===== src/tse_pkg.sv =====
// shared types and constants for the tls server name extractor
package tse_pkg;

    localparam int unsigned POS_W      = 17;
    localparam int unsigned SUM_W      = POS_W + 1;
    localparam int unsigned HS_END_W   = 25;
    localparam int unsigned FIFO_DEPTH = 4;
    localparam int unsigned FIFO_AW    = $clog2(FIFO_DEPTH);
    localparam int unsigned FIFO_CW    = $clog2(FIFO_DEPTH + 1);

    localparam logic [POS_W-1:0] POS_MAX     = {POS_W{1'b1}};
    localparam logic [7:0]       REC_TYPE    = 8'd22;
    localparam logic [7:0]       HS_HELLO    = 8'd1;
    localparam logic [7:0]       RANDOM_LEN  = 8'd32;
    localparam logic [7:0]       REC_HDR_LEN = 8'd5;
    localparam logic [8:0]       CAP_MAX     = 9'd256;

    // configuration register indexes
    localparam logic CFG_MAX_RECORD_LENGTH = 1'b0;
    localparam logic CFG_HOST_CAPACITY     = 1'b1;

    // result kinds and status codes
    localparam logic       KIND_HOST   = 1'b0;
    localparam logic       KIND_STATUS = 1'b1;
    localparam logic [1:0] ST_NEED_MORE = 2'd0;
    localparam logic [1:0] ST_FOUND     = 2'd1;
    localparam logic [1:0] ST_REJECTED  = 2'd2;

    typedef enum logic [3:0] {
        PH_REC,
        PH_HS_TYPE,
        PH_HS_LEN,
        PH_SKIP,
        PH_SID_LEN,
        PH_CS_LEN,
        PH_CM_LEN,
        PH_EXTS_LEN,
        PH_EXT_HDR,
        PH_SNI,
        PH_HOST,
        PH_DONE,
        PH_HS_BAD
    } t_phase;

    typedef enum logic [1:0] {
        V_PENDING,
        V_FOUND,
        V_REJECT,
        V_REC_REJECT
    } t_verdict;

    typedef struct packed {
        logic       kind;
        logic [7:0] host_byte;
        logic [1:0] status;
        logic [7:0] name_length;
        logic       last;
    } t_result;

endpackage


===== src/tls_sni_extractor.sv =====
// tls client hello parser that streams out the server name and a final status
//
//  channel   direction  handshake              payload
//  input     in         i_valid / o_stall      i_data_byte, i_last_of_buffer
//  result    out        o_valid / i_stall      o_kind, o_host_byte, o_status,
//                                              o_name_length, o_last
//  config    in         i_cfg_we               i_cfg_index, i_cfg_data
//
//  one byte request is taken per cycle while o_stall is low; its results appear from the next cycle
//  a byte that yields a host byte and the status takes two result queue slots
//  the four entry result queue raises o_stall once fewer than two slots are free
//  reset (i_rst_n low at a clock edge) clears parse state and queue pointers and loads the config defaults
//  a stalled result stays at the queue head until it is taken
module tls_sni_extractor
    import tse_pkg::*;
(
    input  logic        i_clk,
    input  logic        i_rst_n,
    // byte requests
    input  logic        i_valid,
    output logic        o_stall,
    input  logic [7:0]  i_data_byte,
    input  logic        i_last_of_buffer,
    // result requests
    output logic        o_valid,
    input  logic        i_stall,
    output logic        o_kind,
    output logic [7:0]  o_host_byte,
    output logic [1:0]  o_status,
    output logic [7:0]  o_name_length,
    output logic        o_last,
    // configuration writes
    input  logic        i_cfg_we,
    input  logic        i_cfg_index,
    input  logic [15:0] i_cfg_data
);

    // configuration registers
    logic [15:0] r_max_record_length;
    logic [8:0]  r_host_capacity;

    // parse state
    logic [POS_W-1:0]    r_byte_position,  n_byte_position;
    logic [15:0]         r_record_length,  n_record_length;
    logic [HS_END_W-1:0] r_handshake_end,  n_handshake_end;
    t_phase              r_parse_phase,    n_parse_phase;
    logic [15:0]         r_field_remaining, n_field_remaining;
    logic [SUM_W-1:0]    r_extensions_end, n_extensions_end;
    logic [15:0]         r_extension_type, n_extension_type;
    logic [15:0]         r_extension_length, n_extension_length;
    logic [15:0]         r_host_remaining, n_host_remaining;
    t_verdict            r_verdict,        n_verdict;
    t_phase              r_skip_next,      n_skip_next;
    logic [2:0]          r_field_index,    n_field_index;
    logic [23:0]         r_field_value,    n_field_value;
    logic [7:0]          r_name_len,       n_name_len;

    // result queue
    t_result              r_fifo [FIFO_DEPTH];
    logic [FIFO_AW-1:0]   r_wr_ptr;
    logic [FIFO_AW-1:0]   r_rd_ptr;
    logic [FIFO_CW-1:0]   r_count;

    logic    w_acc;
    logic    w_pop;
    logic [1:0] w_push;
    t_result w_res0;
    t_result w_res1;
    t_result w_status_res;
    t_result w_host_res;
    logic [1:0] w_status;

    // position arithmetic, all from the current byte and registered state
    logic [SUM_W-1:0]    w_p_ext;
    logic [SUM_W-1:0]    w_pos_b;
    logic [15:0]         w_fv16;
    logic [SUM_W-1:0]    w_pos_fv;
    logic [23:0]         w_fv24;
    logic [HS_END_W-1:0] w_hs_end_new;
    logic [15:0]         w_ext_len_new;
    logic [SUM_W-1:0]    w_pos_ext;
    logic [15:0]         w_hr_new;
    logic [8:0]          w_cap;
    logic [HS_END_W-1:0] w_hs_end_cur;
    logic [POS_W-1:0]    w_rec_end;
    logic [16:0]         w_hr_plus_hdr;

    assign w_acc = i_valid && !o_stall;
    assign w_pop = o_valid && !i_stall;

    assign w_p_ext      = {1'b0, r_byte_position};
    assign w_pos_b      = w_p_ext + SUM_W'(1) + SUM_W'(i_data_byte);
    assign w_fv16       = {r_field_value[7:0], i_data_byte};
    assign w_pos_fv     = w_p_ext + SUM_W'(1) + SUM_W'(w_fv16);
    assign w_fv24       = {r_field_value[15:0], i_data_byte};
    assign w_hs_end_new = HS_END_W'(9) + HS_END_W'(w_fv24);
    assign w_ext_len_new = (r_field_index == 3'd3) ?
                           {r_extension_length[15:8], i_data_byte} : r_extension_length;
    assign w_pos_ext    = w_p_ext + SUM_W'(1) + SUM_W'(w_ext_len_new);
    assign w_hr_new     = {r_host_remaining[15:8], i_data_byte};
    assign w_hr_plus_hdr = 17'(w_hr_new) + 17'(REC_HDR_LEN);
    assign w_cap        = (r_host_capacity > CAP_MAX) ? CAP_MAX : r_host_capacity;
    assign w_hs_end_cur = r_handshake_end;

    // next parse state for one accepted byte
    always_comb begin
        n_byte_position    = (r_byte_position != POS_MAX) ?
                             r_byte_position + POS_W'(1) : r_byte_position;
        n_record_length    = r_record_length;
        n_handshake_end    = r_handshake_end;
        n_parse_phase      = r_parse_phase;
        n_field_remaining  = r_field_remaining;
        n_extensions_end   = r_extensions_end;
        n_extension_type   = r_extension_type;
        n_extension_length = r_extension_length;
        n_host_remaining   = r_host_remaining;
        n_verdict          = r_verdict;
        n_skip_next        = r_skip_next;
        n_field_index      = r_field_index;
        n_field_value      = r_field_value;
        n_name_len         = r_name_len;

        unique case (r_parse_phase) inside
            PH_REC: begin
                if (r_byte_position == POS_W'(0) && i_data_byte != REC_TYPE) begin
                    n_verdict     = V_REC_REJECT;
                    n_parse_phase = PH_DONE;
                end else if (r_byte_position == POS_W'(3)) begin
                    n_record_length = {i_data_byte, 8'h00};
                end else if (r_byte_position == POS_W'(4)) begin
                    n_record_length = {r_record_length[15:8], i_data_byte};
                    if (n_record_length == 16'd0 || n_record_length > r_max_record_length) begin
                        n_verdict     = V_REC_REJECT;
                        n_parse_phase = PH_DONE;
                    end else begin
                        n_parse_phase = PH_HS_TYPE;
                    end
                end
            end
            PH_HS_TYPE: begin
                if (i_data_byte != HS_HELLO) begin
                    n_verdict     = V_REJECT;
                    n_parse_phase = PH_HS_BAD;
                end else begin
                    n_parse_phase = PH_HS_LEN;
                    n_field_value = '0;
                end
            end
            PH_HS_LEN: begin
                n_field_value = w_fv24;
                if (r_byte_position >= POS_W'(8)) begin
                    n_handshake_end = w_hs_end_new;
                    if (HS_END_W'(11) + HS_END_W'(RANDOM_LEN) >= w_hs_end_new) begin
                        n_verdict     = V_REJECT;
                        n_parse_phase = PH_DONE;
                    end else begin
                        // version and random
                        n_field_index     = '0;
                        n_field_value     = '0;
                        n_field_remaining = 16'd2 + 16'(RANDOM_LEN);
                        n_skip_next       = PH_SID_LEN;
                        n_parse_phase     = PH_SKIP;
                    end
                end
            end
            PH_SKIP: begin
                n_field_remaining = r_field_remaining - 16'd1;
                if (n_field_remaining == 16'd0) begin
                    n_parse_phase = r_skip_next;
                end
            end
            PH_SID_LEN, PH_CM_LEN: begin
                if (HS_END_W'(w_pos_b) + HS_END_W'(2) > w_hs_end_cur) begin
                    n_verdict     = V_REJECT;
                    n_parse_phase = PH_DONE;
                end else begin
                    n_field_index     = '0;
                    n_field_value     = '0;
                    n_field_remaining = 16'(i_data_byte);
                    n_skip_next       = (r_parse_phase == PH_SID_LEN) ? PH_CS_LEN : PH_EXTS_LEN;
                    if (i_data_byte == 8'd0) begin
                        n_parse_phase = n_skip_next;
                    end else begin
                        n_parse_phase = PH_SKIP;
                    end
                end
            end
            PH_CS_LEN: begin
                n_field_value = 24'(w_fv16);
                n_field_index = r_field_index + 3'd1;
                if (n_field_index >= 3'd2) begin
                    if (HS_END_W'(w_pos_fv) + HS_END_W'(1) > w_hs_end_cur) begin
                        n_verdict     = V_REJECT;
                        n_parse_phase = PH_DONE;
                    end else begin
                        n_field_index     = '0;
                        n_field_value     = '0;
                        n_field_remaining = w_fv16;
                        n_skip_next       = PH_CM_LEN;
                        n_parse_phase     = (w_fv16 == 16'd0) ? PH_CM_LEN : PH_SKIP;
                    end
                end
            end
            PH_EXTS_LEN: begin
                n_field_value = 24'(w_fv16);
                n_field_index = r_field_index + 3'd1;
                if (n_field_index >= 3'd2) begin
                    n_extensions_end = w_pos_fv;
                    if (HS_END_W'(w_pos_fv) > w_hs_end_cur ||
                        w_p_ext + SUM_W'(5) > w_pos_fv) begin
                        n_verdict     = V_REJECT;
                        n_parse_phase = PH_DONE;
                    end else begin
                        n_field_index = '0;
                        n_parse_phase = PH_EXT_HDR;
                    end
                end
            end
            PH_EXT_HDR: begin
                case (r_field_index)
                    3'd0:    n_extension_type   = {i_data_byte, 8'h00};
                    3'd1:    n_extension_type   = {r_extension_type[15:8], i_data_byte};
                    3'd2:    n_extension_length = {i_data_byte, 8'h00};
                    default: n_extension_length = w_ext_len_new;
                endcase
                n_field_index = r_field_index + 3'd1;
                if (n_field_index >= 3'd4) begin
                    if (w_pos_ext > r_extensions_end) begin
                        n_verdict     = V_REJECT;
                        n_parse_phase = PH_DONE;
                    end else if (n_extension_type == 16'd0 &&
                                 w_ext_len_new >= 16'(REC_HDR_LEN)) begin
                        // server name extension with room for its list header
                        n_field_index = '0;
                        n_field_value = '0;
                        n_parse_phase = PH_SNI;
                    end else if (w_pos_ext + SUM_W'(4) > r_extensions_end) begin
                        n_verdict     = V_REJECT;
                        n_parse_phase = PH_DONE;
                    end else begin
                        n_field_index     = '0;
                        n_field_value     = '0;
                        n_field_remaining = w_ext_len_new;
                        n_skip_next       = PH_EXT_HDR;
                        n_parse_phase     = (w_ext_len_new == 16'd0) ? PH_EXT_HDR : PH_SKIP;
                    end
                end
            end
            PH_SNI: begin
                case (r_field_index)
                    3'd2:    n_field_value    = 24'(i_data_byte);
                    3'd3:    n_host_remaining = {i_data_byte, 8'h00};
                    3'd4:    n_host_remaining = w_hr_new;
                    default: ;
                endcase
                n_field_index = r_field_index + 3'd1;
                if (n_field_index >= 3'd5) begin
                    if (r_field_value == 24'd0 && w_hr_new != 16'd0 &&
                        w_hr_plus_hdr <= 17'(r_extension_length) &&
                        w_hr_new < 16'(w_cap)) begin
                        n_verdict     = V_FOUND;
                        n_name_len    = w_hr_new[7:0];
                        n_parse_phase = PH_HOST;
                    end else begin
                        n_verdict     = V_REJECT;
                        n_parse_phase = PH_DONE;
                    end
                end
            end
            PH_HOST: begin
                n_host_remaining = r_host_remaining - 16'd1;
                if (n_host_remaining == 16'd0) begin
                    n_parse_phase = PH_DONE;
                end
            end
            default: ;
        endcase
    end

    assign w_rec_end = POS_W'(REC_HDR_LEN) + POS_W'(n_record_length);

    // results for one accepted byte: host byte first, then the status
    always_comb begin
        if (n_byte_position < POS_W'(REC_HDR_LEN)) begin
            w_status = ST_NEED_MORE;
        end else if (n_verdict == V_REC_REJECT) begin
            w_status = ST_REJECTED;
        end else if (n_byte_position < w_rec_end) begin
            w_status = ST_NEED_MORE;
        end else if (n_parse_phase == PH_HS_BAD) begin
            w_status = ST_REJECTED;
        end else if (n_parse_phase == PH_HS_TYPE || n_parse_phase == PH_HS_LEN) begin
            w_status = ST_NEED_MORE;
        end else if (n_handshake_end > HS_END_W'(w_rec_end)) begin
            // handshake runs past the buffered record
            w_status = ST_NEED_MORE;
        end else if (n_verdict == V_FOUND) begin
            w_status = ST_FOUND;
        end else if (n_verdict == V_REJECT) begin
            w_status = ST_REJECTED;
        end else begin
            w_status = ST_NEED_MORE;
        end

        w_host_res.kind        = KIND_HOST;
        w_host_res.host_byte   = i_data_byte;
        w_host_res.status      = ST_NEED_MORE;
        w_host_res.name_length = 8'd0;
        w_host_res.last        = 1'b0;

        w_status_res.kind        = KIND_STATUS;
        w_status_res.host_byte   = 8'd0;
        w_status_res.status      = w_status;
        w_status_res.name_length = (w_status == ST_FOUND) ? n_name_len : 8'd0;
        w_status_res.last        = 1'b1;

        if (r_parse_phase == PH_HOST) begin
            w_res0 = w_host_res;
            w_res1 = w_status_res;
            w_push = i_last_of_buffer ? 2'd2 : 2'd1;
        end else begin
            w_res0 = w_status_res;
            w_res1 = w_status_res;
            w_push = i_last_of_buffer ? 2'd1 : 2'd0;
        end
    end

    // configuration registers
    always_ff @(posedge i_clk) begin
        if (!i_rst_n) begin
            r_max_record_length <= 16'd16384;
            r_host_capacity     <= CAP_MAX;
        end else if (i_cfg_we) begin
            unique case (i_cfg_index)
                CFG_MAX_RECORD_LENGTH: r_max_record_length <= i_cfg_data;
                CFG_HOST_CAPACITY:     r_host_capacity     <= i_cfg_data[8:0];
                default: ;
            endcase
        end
    end

    // parse state; the last byte of a buffer returns everything to reset
    always_ff @(posedge i_clk) begin
        if (!i_rst_n || (w_acc && i_last_of_buffer)) begin
            r_byte_position    <= '0;
            r_record_length    <= '0;
            r_handshake_end    <= '0;
            r_parse_phase      <= PH_REC;
            r_field_remaining  <= '0;
            r_extensions_end   <= '0;
            r_extension_type   <= '0;
            r_extension_length <= '0;
            r_host_remaining   <= '0;
            r_verdict          <= V_PENDING;
            r_skip_next        <= PH_REC;
            r_field_index      <= '0;
            r_field_value      <= '0;
            r_name_len         <= '0;
        end else if (w_acc) begin
            r_byte_position    <= n_byte_position;
            r_record_length    <= n_record_length;
            r_handshake_end    <= n_handshake_end;
            r_parse_phase      <= n_parse_phase;
            r_field_remaining  <= n_field_remaining;
            r_extensions_end   <= n_extensions_end;
            r_extension_type   <= n_extension_type;
            r_extension_length <= n_extension_length;
            r_host_remaining   <= n_host_remaining;
            r_verdict          <= n_verdict;
            r_skip_next        <= n_skip_next;
            r_field_index      <= n_field_index;
            r_field_value      <= n_field_value;
            r_name_len         <= n_name_len;
        end
    end

    // result queue payload
    always_ff @(posedge i_clk) begin
        if (w_acc && w_push != 2'd0) begin
            r_fifo[r_wr_ptr] <= w_res0;
        end
        if (w_acc && w_push == 2'd2) begin
            r_fifo[r_wr_ptr + FIFO_AW'(1)] <= w_res1;
        end
    end

    // result queue pointers
    always_ff @(posedge i_clk) begin
        if (!i_rst_n) begin
            r_wr_ptr <= '0;
            r_rd_ptr <= '0;
            r_count  <= '0;
        end else begin
            if (w_acc) begin
                r_wr_ptr <= r_wr_ptr + FIFO_AW'(w_push);
            end
            if (w_pop) begin
                r_rd_ptr <= r_rd_ptr + FIFO_AW'(1);
            end
            r_count <= r_count + (w_acc ? FIFO_CW'(w_push) : FIFO_CW'(0))
                               - (w_pop ? FIFO_CW'(1) : FIFO_CW'(0));
        end
    end

    // hold off byte requests unless two result slots are free
    assign o_stall = (r_count > FIFO_CW'(FIFO_DEPTH - 2));
    assign o_valid = (r_count != FIFO_CW'(0));

    assign o_kind        = r_fifo[r_rd_ptr].kind;
    assign o_host_byte   = r_fifo[r_rd_ptr].host_byte;
    assign o_status      = r_fifo[r_rd_ptr].status;
    assign o_name_length = r_fifo[r_rd_ptr].name_length;
    assign o_last        = r_fifo[r_rd_ptr].last;

    // queue never overfills
    a_count_bound: assert property (@(posedge i_clk) disable iff (!i_rst_n)
        r_count <= FIFO_CW'(FIFO_DEPTH))
        else $error("result queue overfilled");

    // last byte of a buffer clears the parser
    a_clear_on_last: assert property (@(posedge i_clk) disable iff (!i_rst_n)
        (w_acc && i_last_of_buffer) |=>
            (r_parse_phase == PH_REC && r_byte_position == POS_W'(0)))
        else $error("parser not cleared after last byte");

    // host bytes only stream once the name is accepted
    a_host_found: assert property (@(posedge i_clk) disable iff (!i_rst_n)
        (r_parse_phase == PH_HOST) |-> (r_verdict == V_FOUND && r_name_len != 8'd0))
        else $error("host phase without accepted name");

    // status results close the buffer, host bytes never do
    a_last_kind: assert property (@(posedge i_clk) disable iff (!i_rst_n)
        o_valid |-> (o_last == (o_kind == KIND_STATUS)))
        else $error("last flag disagrees with result kind");

endmodule

===== config.mk =====
export PLATFORM = sky130hd
export DESIGN_NAME = tls_sni_extractor
export DESIGN_NICKNAME = d
export VERILOG_FILES = /design/src/tse_pkg.sv /design/src/tls_sni_extractor.sv
export SDC_FILE = /design/constraint.sdc
export NUM_CORES = 1
export LEC_CHECK = 0
export BUFFER_PORTS_ARGS = -buffer_cell sky130_fd_sc_hd__buf_4
export CAP_MARGIN = 20
export CORE_MARGIN = 2
export CORE_UTILIZATION = 50
export DETAILED_ROUTE_END_ITERATION = 10
export HOLD_SLACK_MARGIN = 0.08
export PLACE_DENSITY = 0.65
export SKIP_LAST_GASP = 1
export SLEW_MARGIN = 20
export SYNTH_ARGS = -nofsm -noshare
export SYNTH_HDL_FRONTEND = slang
export SYNTH_SLANG_ARGS = --single-unit

===== constraint.sdc =====
create_clock -name i_clk -period 11.6 [get_ports i_clk]
set_input_delay 0.58 -clock i_clk [delete_from_list [all_inputs] [get_ports i_clk]]
set_output_delay 0.58 -clock i_clk [all_outputs]
set_load 0.02 [all_outputs]

; ---- Word-level counts from Yosys, hierarchy flattened
; Memory sizes are Yosys's and may differ from the RTL's. A register that Yosys moved wholly into a read port is not among the register bits.
; Cells that the tools add are included.
; W data, S select, Z words.
[word_totals]
output_inout_bits = 22
mem_count = 1
elab_cells = 280
ram_bits = 80
in_bits = 31
register_bits = 217
[mem_list]
columns = name, depth, word_bits, rd, rd_clocked_by_memory_dff, write_ports, line_no
row1 = r_fifo, 4, 20, 1, 1, 2, tls_sni_extractor.sv:59  ; t_result r_fifo [FIFO_DEPTH];
[classes]
n_mux = 126
n_eq_ne = 42
reduce_logical = 49
bitwise = 2
n_addsub = 20
n_lt_le_gt_ge = 20
[op_table]
columns = op, n
row1 = $mux W16, 15
row2 = $mux W24, 9
row3 = $pmux W24 S7, 1
row4 = $pmux W16 S2, 4
row5 = $mux W4, 28
row6 = $logic_not A16 Y1, 6
row7 = $pmux W16 S5, 1
row8 = $mux W2, 33
row9 = $gt A18 B18 Y1, 3
row10 = $gt A19 B25 Y1, 2
row11 = $mux W25, 2
row12 = $mux W8, 6
row13 = $pmux W4 S10, 1
row14 = $mux W3, 13
row15 = $add A18 B16 Y18, 2
row16 = $sub A16 B1 Y16 const B, 2
row17 = $add A4 B24 Y25 const A, 1
row18 = $ge A6 B25 Y1 const A, 1
row19 = $gt A18 B25 Y1, 1
row20 = $gt A25 B17 Y1, 1
row21 = $logic_not A24 Y1, 1
row22 = $reduce_and A11 Y1, 2
row23 = $mux W20, 1
row24 = $add A18 B1 Y19 const B, 1
row25 = other kinds (69), 122

; ---- Logic depth before layout (Yosys ltp)
; Gate-level depths: netlist of run 1.
[depth]
word_depth = 22
ltp_mapped = 32
mapped_depth_nobuf = 29

; ---- Worst setup path after synthesis of run 1
; No wires, ideal clock.
[synth_path]
path_kind = register to register
start = reg r_byte_position[1]
end = mem r_fifo[0][3] in the netlist's numbering, data pin
synth_period_minus_slack_ps = 6703
t_arrival_ps = 6432
t_required_ps = 11329
stages_incl_launch_ff = 30
n_path_buf = 3
setup_time_ps = 271
slack_ps = 4897
cell_sequence = dfxtp_1 -> ha_1 -> buf_2 -> and3_1 -> clkbuf_1 -> and2_1 -> nand3_1 -> xor2_1 -> inv_1 -> ha_1 -> nand2_1 -> or2_2 -> a21o_1 -> a32oi_1 -> a2111oi_0 -> or3_1 -> nor4b_1 -> nand3_1 -> xnor2_1 -> ha_1 -> nand4_1 -> nor3_1 -> and4b_1 -> a21oi_1 -> o41ai_1 -> o211ai_1 -> or3_1 -> o211ai_4 -> buf_6 -> nor4_1
[synth_rtl]
columns = item, line_no
row1 = from (decl), tls_sni_extractor.sv:43  ; logic [POS_W-1:0] r_byte_position, n_byte_position;
row2 = from (signal assigned), tls_sni_extractor.sv:360  ; r_byte_position <= n_byte_position;
row3 = to (decl), tls_sni_extractor.sv:59

==> results of run 1 <==
[state kept, by name, summed over array words and instances, names as in the netlist, named ones only]
signal	count
r_byte_position	17
r_field_remaining	16
r_field_index	3
r_host_capacity	9
r_name_len	8
r_field_value	24
r_extension_length	16
r_rd_ptr	2
r_verdict	2
r_host_remaining	16
r_parse_phase	4
r_handshake_end	25
r_count	3
r_wr_ptr	2
r_extension_type	16
r_record_length	16
r_fifo	76
r_max_record_length	16
r_skip_next	4
r_extensions_end	18
[Yosys cell counts, drive strengths merged (60+ instances only)]
library cell | n | area [um^2]
nor2 | 348 | 1310
o21ai | 117 | 593
a21oi | 248 | 1250
xnor2 | 127 | 1120
xor2 | 73 | 647
dfxtp | 255 | 5100
nand3 | 104 | 521
clkbuf | 127 | 478
nor4 | 70 | 465
nor3 | 93 | 507
ha | 243 | 3040
nand4 | 60 | 375
nand2 | 353 | 1330
inv | 154 | 578
[per-stage QoR]
step	util	hold WS (ps)	power [W]
after detailed placement	0.522	435	0.00235
after floorplan	-	418	0.00199
after global routing	0.549	254	0.00373
after CTS	0.549	226	0.00356
after global placement	0.522	430	0.00233
final	0.549	236	0.00357
[kinds of logic (layout without fill, tap and decap cells)]
logic type	Yosys count	count (layout)	share of synthesized area
compound gates	733	733	0.202
xor+xnor	200	200	0.0743
fa+ha+maj	246	246	0.130
buf+inv	340	306	0.0577
flops	295	295	0.265
mux	41	41	0.0275
other cells	1	1	0.000158
simple gates	1212	1212	0.243
[placed cells by master, fill, tap and decap left out, types with 19 or more instances in the layout]
cell,count
a211oi_1,51
a21boi_0,33
a21o_1,37
a21oi_1,246
a22oi_1,28
a31oi_1,24
and2_1,23
and3_1,29
buf_4,82
clkbuf_16,40
dfxtp_1,255
edfxtp_1,40
ha_1,243
inv_1,152
mux4_2,19
nand2_1,351
nand2b_1,20
nand3_1,104
nand4_1,60
nor2_1,345
nor2b_1,29
nor3_1,85
nor4_1,67
o21a_1,24
o21ai_0,103
or3_1,21
xnor2_1,126
xor2_1,72
[layer usage]
| layer | track usage | routed length [um] |
|---|---|---|
| met5 | 0 | 0 |
| met2 | 0.508 | 36100 |
| met1 | 0.449 | 36100 |
| met3 | 0.0543 | 6790 |
| met4 | 0.116 | 2970 |
[area by class of cell]
type,instances,share of cell area
Multi-Input combinational cell,2433,0.629
Sequential cell,295,0.246
Clock buffer,51,0.0422
Tap cell,607,0.0296
Timing Repair Buffer,84,0.0246
Inverter,156,0.0228
Clock inverter,15,0.00634
[report_power, final]
group	switching, W	internal, W
clock	0.000507	0.000705
sequential	0.0000530	0.00109
combinational	0.000802	0.000418
[worst max-delay path: cells and delay by family, from the launching register on]
family	cells	cell delay, ps
compound gates	8	3130
flops	1	400
buf+inv	2	440
xor+xnor	1	160
mux	1	540
simple gates	11	2880
fa+ha+maj	3	1320
[path summary, 6_finish.rpt]
check / endpoint / slack, ps / cells after the start
max: r_fifo[1][2] / 2390 / 26
min: r_max_record_length[14] / 240 / 3
max reg2reg: r_fifo[1][2] / 2390 / 26
min reg2reg: r_fifo[2][0] / 450 / 2
==> results.ini, run 1 <==
[placed_design]
gp_congestion = 0.983
place_area_um2 = 24400
io_buffers = 52
dp_slack_ps = 2600
dp_hpwl_um = 60200
placed_cells = 3575

[routing]
routed_wirelength_um = 81900
drt_iter0_drc = 2284
ant_nets = 0
drc = 0
drt-vias-per-instance = 6.38
via_count = 23200
drtPass1Iterations = 9
routedWlPerCell_um = 22.5

[clocking]
clk_latency_ps = 580
clk_pin_slew_ps = 60
cts_made_buffers = 38
cts_tree = yes
h-tree-depth = 2
root_buffer = clkbuf_16
ctsHoldBuffers = 0
cts_buffer_depth = 3
postCtsSetupRepairBufs = 0
clock_sinks = 295
cts_resized = 0

[power]
p_per_area_nw_per_um2 = 139
leakagePower_nw = 10.0
irDropWorstVdd_v = 0.000102

[critical_path]
cp_max_fo = 36
required_ps = 11870
startpoint = r_field_index[2]
crit_top_cell = ha_1
crit_arrival_ps = 9480
path_class = reg2reg
r2r_start = r_field_index[2]
slowest_delay_ps = 790
critical_path.slowest_cell = o211ai_4
startpoint_type = flop
end_kind = flop

[hold_path]
worstHoldStart = i_cfg_data[14]
hp-class = in2reg

[timing]
fin_crit_sh = 0.794
maxSlewHeadroom = 0.146
slew_viol_final = 0
tns_ps = 0
fmax_mhz = 109
rsz0062_at_grt = false
min_period_ps = 9210
worstMarginPinSlew_ps = 1250
hold_viol_final = 0
finClkSkew_ps = 22.0
setup_viol = 0
layout_setup_ws_ps = 2390

[floorplan]
rows = 79
die_area_um2 = 49300
die_w_um = 222
start_util = 0.509
io-pin-count = 53
fp.dieH_um = 222
core-area_um2 = 46800

[run_status]
status = completed

[logic_synthesis]
syn-num-nets = 3345
synth_cells = 3068
synthesis.area_um2 = 23800
synth-edff-count = 40
ys.flop_type = dfxtp_1
avgSynthCellArea_um2 = 7.75
ys_seq_area_frac = 0.265
ys_types = 102
ys_ff_latch = 295
ys.warnings.count = 0
ys_async_sr_fraction = 0

[finish]
fin_nets = 3285
seq_area_um2 = 6310
final.fill_count = 4410
final_area_um2 = 25700
areaGrowthSynthToFinish_pct = 7.91
drive_gt1_frac = 0.0725
fin_cells = 3641
diodes = 0
multiInputGateArea_um2 = 16100

[grt]
antenna_found_initial = 1
grt_max_degree = 65
overflow = 0
grt_pass1_vias = 21700
grt_usage = 0.324
grt_pass1_wl_um = 126000

[flow_run]
max_cap_violations = 0

Note: power is estimated with default switching activity, not from simulation.
==> run 2, diff against run 1 <==
PLACE_DENSITY = 0.67   (was 0.65)
clock period = 8.3 ns   (was 11.6 ns; I/O delays follow)
==> run 2 against run 1 <==
Sequential power rose by 39%. Register-to-register slack got worse by 1900 ps. Final cell count rose by 0.85%. Clock skew rose by 6.9 ps. Largest power group unchanged. Clock power rose by 38%. Largest cell class unchanged. Setup slack got worse by 1900 ps. Count of clock-buffer cells in the layout fell by 4. Via count fell by 0.48%. Critical endpoint is now r_fifo[1][5]. Non-clock buffer count rose by 30.
==> results.ini, run 2 (same netlist as run 1, synthesis figures left out) <==
[routing]
drt_iter0_drc = 2344  ; +2.6%
routedWlPerCell_um = 22.2  ; -1.4%
drtPass1Iterations = 7  ; -2
drc = 0  ; unchanged
drt-vias-per-instance = 6.29  ; -1.3%
via_count = 23100  ; -0.48%
routed_wirelength_um = 81500  ; -0.52%
ant_nets = 0  ; unchanged

[floorplan]
fp.dieH_um = 222  ; unchanged
die_area_um2 = 49300  ; unchanged
core-area_um2 = 46800  ; unchanged
start_util = 0.509  ; unchanged
die_w_um = 222  ; unchanged
io-pin-count = 53  ; unchanged
rows = 79  ; unchanged

[hold_path]
hp-class = in2reg

[power]
p_clk_frac = 0.335  ; -0.005
p_int_w = 0.00311  ; +41%
p_per_area_nw_per_um2 = 193  ; +38%
seq_power_share = 0.317  ; -0.002
switching_share = 0.377  ; -0.00467
leakagePower_nw = 10.2  ; +1.5%
p_switching_w = 0.00188  ; +38%
combPwrFrac = 0.348  ; +0.006
irDropWorstVdd_v = 0.000151  ; +48%

[timing]
min_period_ps = 7770  ; -1440 ps
slew_viol_final = 0  ; unchanged
maxSlewHeadroom = 0.223  ; +0.0766
fin_crit_sh = 0.937  ; +0.143
hold_viol_final = 0  ; unchanged
finClkSkew_ps = 28.9  ; +6.90 ps
rsz0062_at_grt = false
layout_setup_ws_ps = 526  ; -1860 ps
fmax_mhz = 129  ; +18%
setup_viol = 0  ; unchanged
tns_ps = 0  ; unchanged
worstMarginPinSlew_ps = 1160  ; -91.6 ps

[finish]
final.fill_count = 4468  ; +1.3%
fin_util = 0.555  ; +0.00583
multiInputGateArea_um2 = 16200  ; +0.18%
seq_area_um2 = 6310  ; unchanged
final_common_cell = nand2_1
areaGrowthSynthToFinish_pct = 9.05
regMostFlops = r_fifo
reg_top3 = r_fifo x76, r_handshake_end x25, r_field_value x24
fin_nets = 3314  ; +0.88%
mostFrequentLayoutCells = 351 x nand2_1, 345 x nor2_1, 255 x dfxtp_1, 245 x a21oi_1, 243 x ha_1
drive_gt1_frac = 0.0829  ; +0.0104
largest_reg_flops = 76  ; unchanged

[placed_design]
io_buffers = 52  ; unchanged
gp_congestion = 0.992  ; +0.92%
dp_hpwl_um = 61200  ; +1.6%
dp_slack_ps = 545  ; -2060 ps

[critical_path]
required_ps = 8550  ; -3320 ps
startpoint_type = flop
end_kind = flop
r2r_slack_ps = 530  ; -1860 ps
reg2reg_depth = 25  ; -3.8%
reg2reg_to = r_fifo[1][5]
cp_max_fo = 36  ; unchanged
startpoint = r_byte_position[0]
crit_arrival_ps = 8030  ; -1450 ps
r2r_start = r_byte_position[0]
endpoint = r_fifo[1][5]
path_class = reg2reg

[clocking]
cts_tree = yes
root_buffer = clkbuf_16
h-tree-depth = 2  ; unchanged
clk_pin_slew_ps = 60  ; about the same
clock_sinks = 295  ; unchanged
cts_buffer_depth = 3  ; unchanged
clk_latency_ps = 560  ; -20 ps
postCtsSetupRepairBufs = 0  ; unchanged
cts_made_buffers = 37  ; -2.6%

[grt]
overflow = 0  ; unchanged
grt_max_degree = 65  ; unchanged
grt_pass1_vias = 21900  ; +0.91%
grt_usage = 0.323  ; -0.00114
antenna_found_initial = 1  ; unchanged
grt_pass1_wl_um = 125000  ; -1.1%

[flow_run]
max_cap_violations = 0  ; unchanged

[run_status]
status = completed

==> run 2: timing repair <==
action,4_1_cts,5_1_grt
hold endpoints to repair,1,0
hold buffers,1,0
setup endpoints to repair,0,41
gates resized for setup,0,3
==> run 2: routing by layer <==
metal  vias to the layer above  global-route usage  routed length (um)
li1                      11000                   -                   -
met1                     11000               0.436               35500
met2                       922               0.501               35800
met3                       189              0.0632                6940
met4                         2               0.141                3210
met5                         -                   0                  13
==> run 2: cell type report <==
class | count | area share
diodes | 1 | 0.0000965
clock buffers | 47 | 0.0391
clock inverters | 19 | 0.00854
inverters | 156 | 0.0226
multi-input cells | 2433 | 0.623
flip-flops and latches | 295 | 0.243
well taps | 607 | 0.0293
repair buffers | 114 | 0.0341
==> run 2: worst max-delay path: stages (launching register included) <==
cell and delay (ps):
dfxtp_1 540, ha_1 420, and3_1 340, xor2_1 360
ha_1 370, a21oi_1 180, nor2b_1 80, o31a_1 310
o21ai_1 150, nor2b_1 450, xnor2_1 450, nand4_1 380
nor4b_2 400, xnor2_1 180, ha_1 270, nand4_1 120
nor3_1 90, a211oi_1 280, o311ai_1 360, nand4_1 270
o21ai_0 120, a221o_1 370, or3_1 440, o211ai_4 220
buf_12 210, nor4_1 90
==> run 2: how the worst min path moves through the flow <==
stage | startpoint | endpoint | depth (start not counted)
after global placement | r_fifo[0][0] | r_fifo[0][0] | 2
after CTS | i_cfg_data[10] | r_max_record_length[10] | 3
after floorplan | r_fifo[2][0] | r_fifo[2][0] | 2
final | i_cfg_data[10] | r_max_record_length[10] | 3
after global routing | i_cfg_data[15] | r_max_record_length[15] | 3
after detailed placement | r_fifo[1][0] | r_fifo[1][0] | 2
==> run 2: power by group through the flow <==
stage / logic, W / clock network (W) / registers, W
2_1_floorplan: 0.00120 / 0 / 0.00158
3_3_place_gp: 0.00168 / 0 / 0.00161
3_5_place_dp: 0.00170 / 0 / 0.00161
4_1_cts: 0.00171 / 0.00170 / 0.00158
5_1_grt: 0.00189 / 0.00176 / 0.00159
6_report: 0.00174 / 0.00167 / 0.00158
==> run 2: through the flow <==
stage	instances	hold WS, ps	power (W)	instance area [um^2]
2_1_floorplan	3068	418	0.00278	23800
3_3_place_gp	3604	427	0.00329	24700
3_5_place_dp	3604	434	0.00331	24700
4_1_cts	3671	91.4	0.00499	25900
5_1_grt	3671	119	0.00524	25900
6_report	3672	114	0.00500	25900
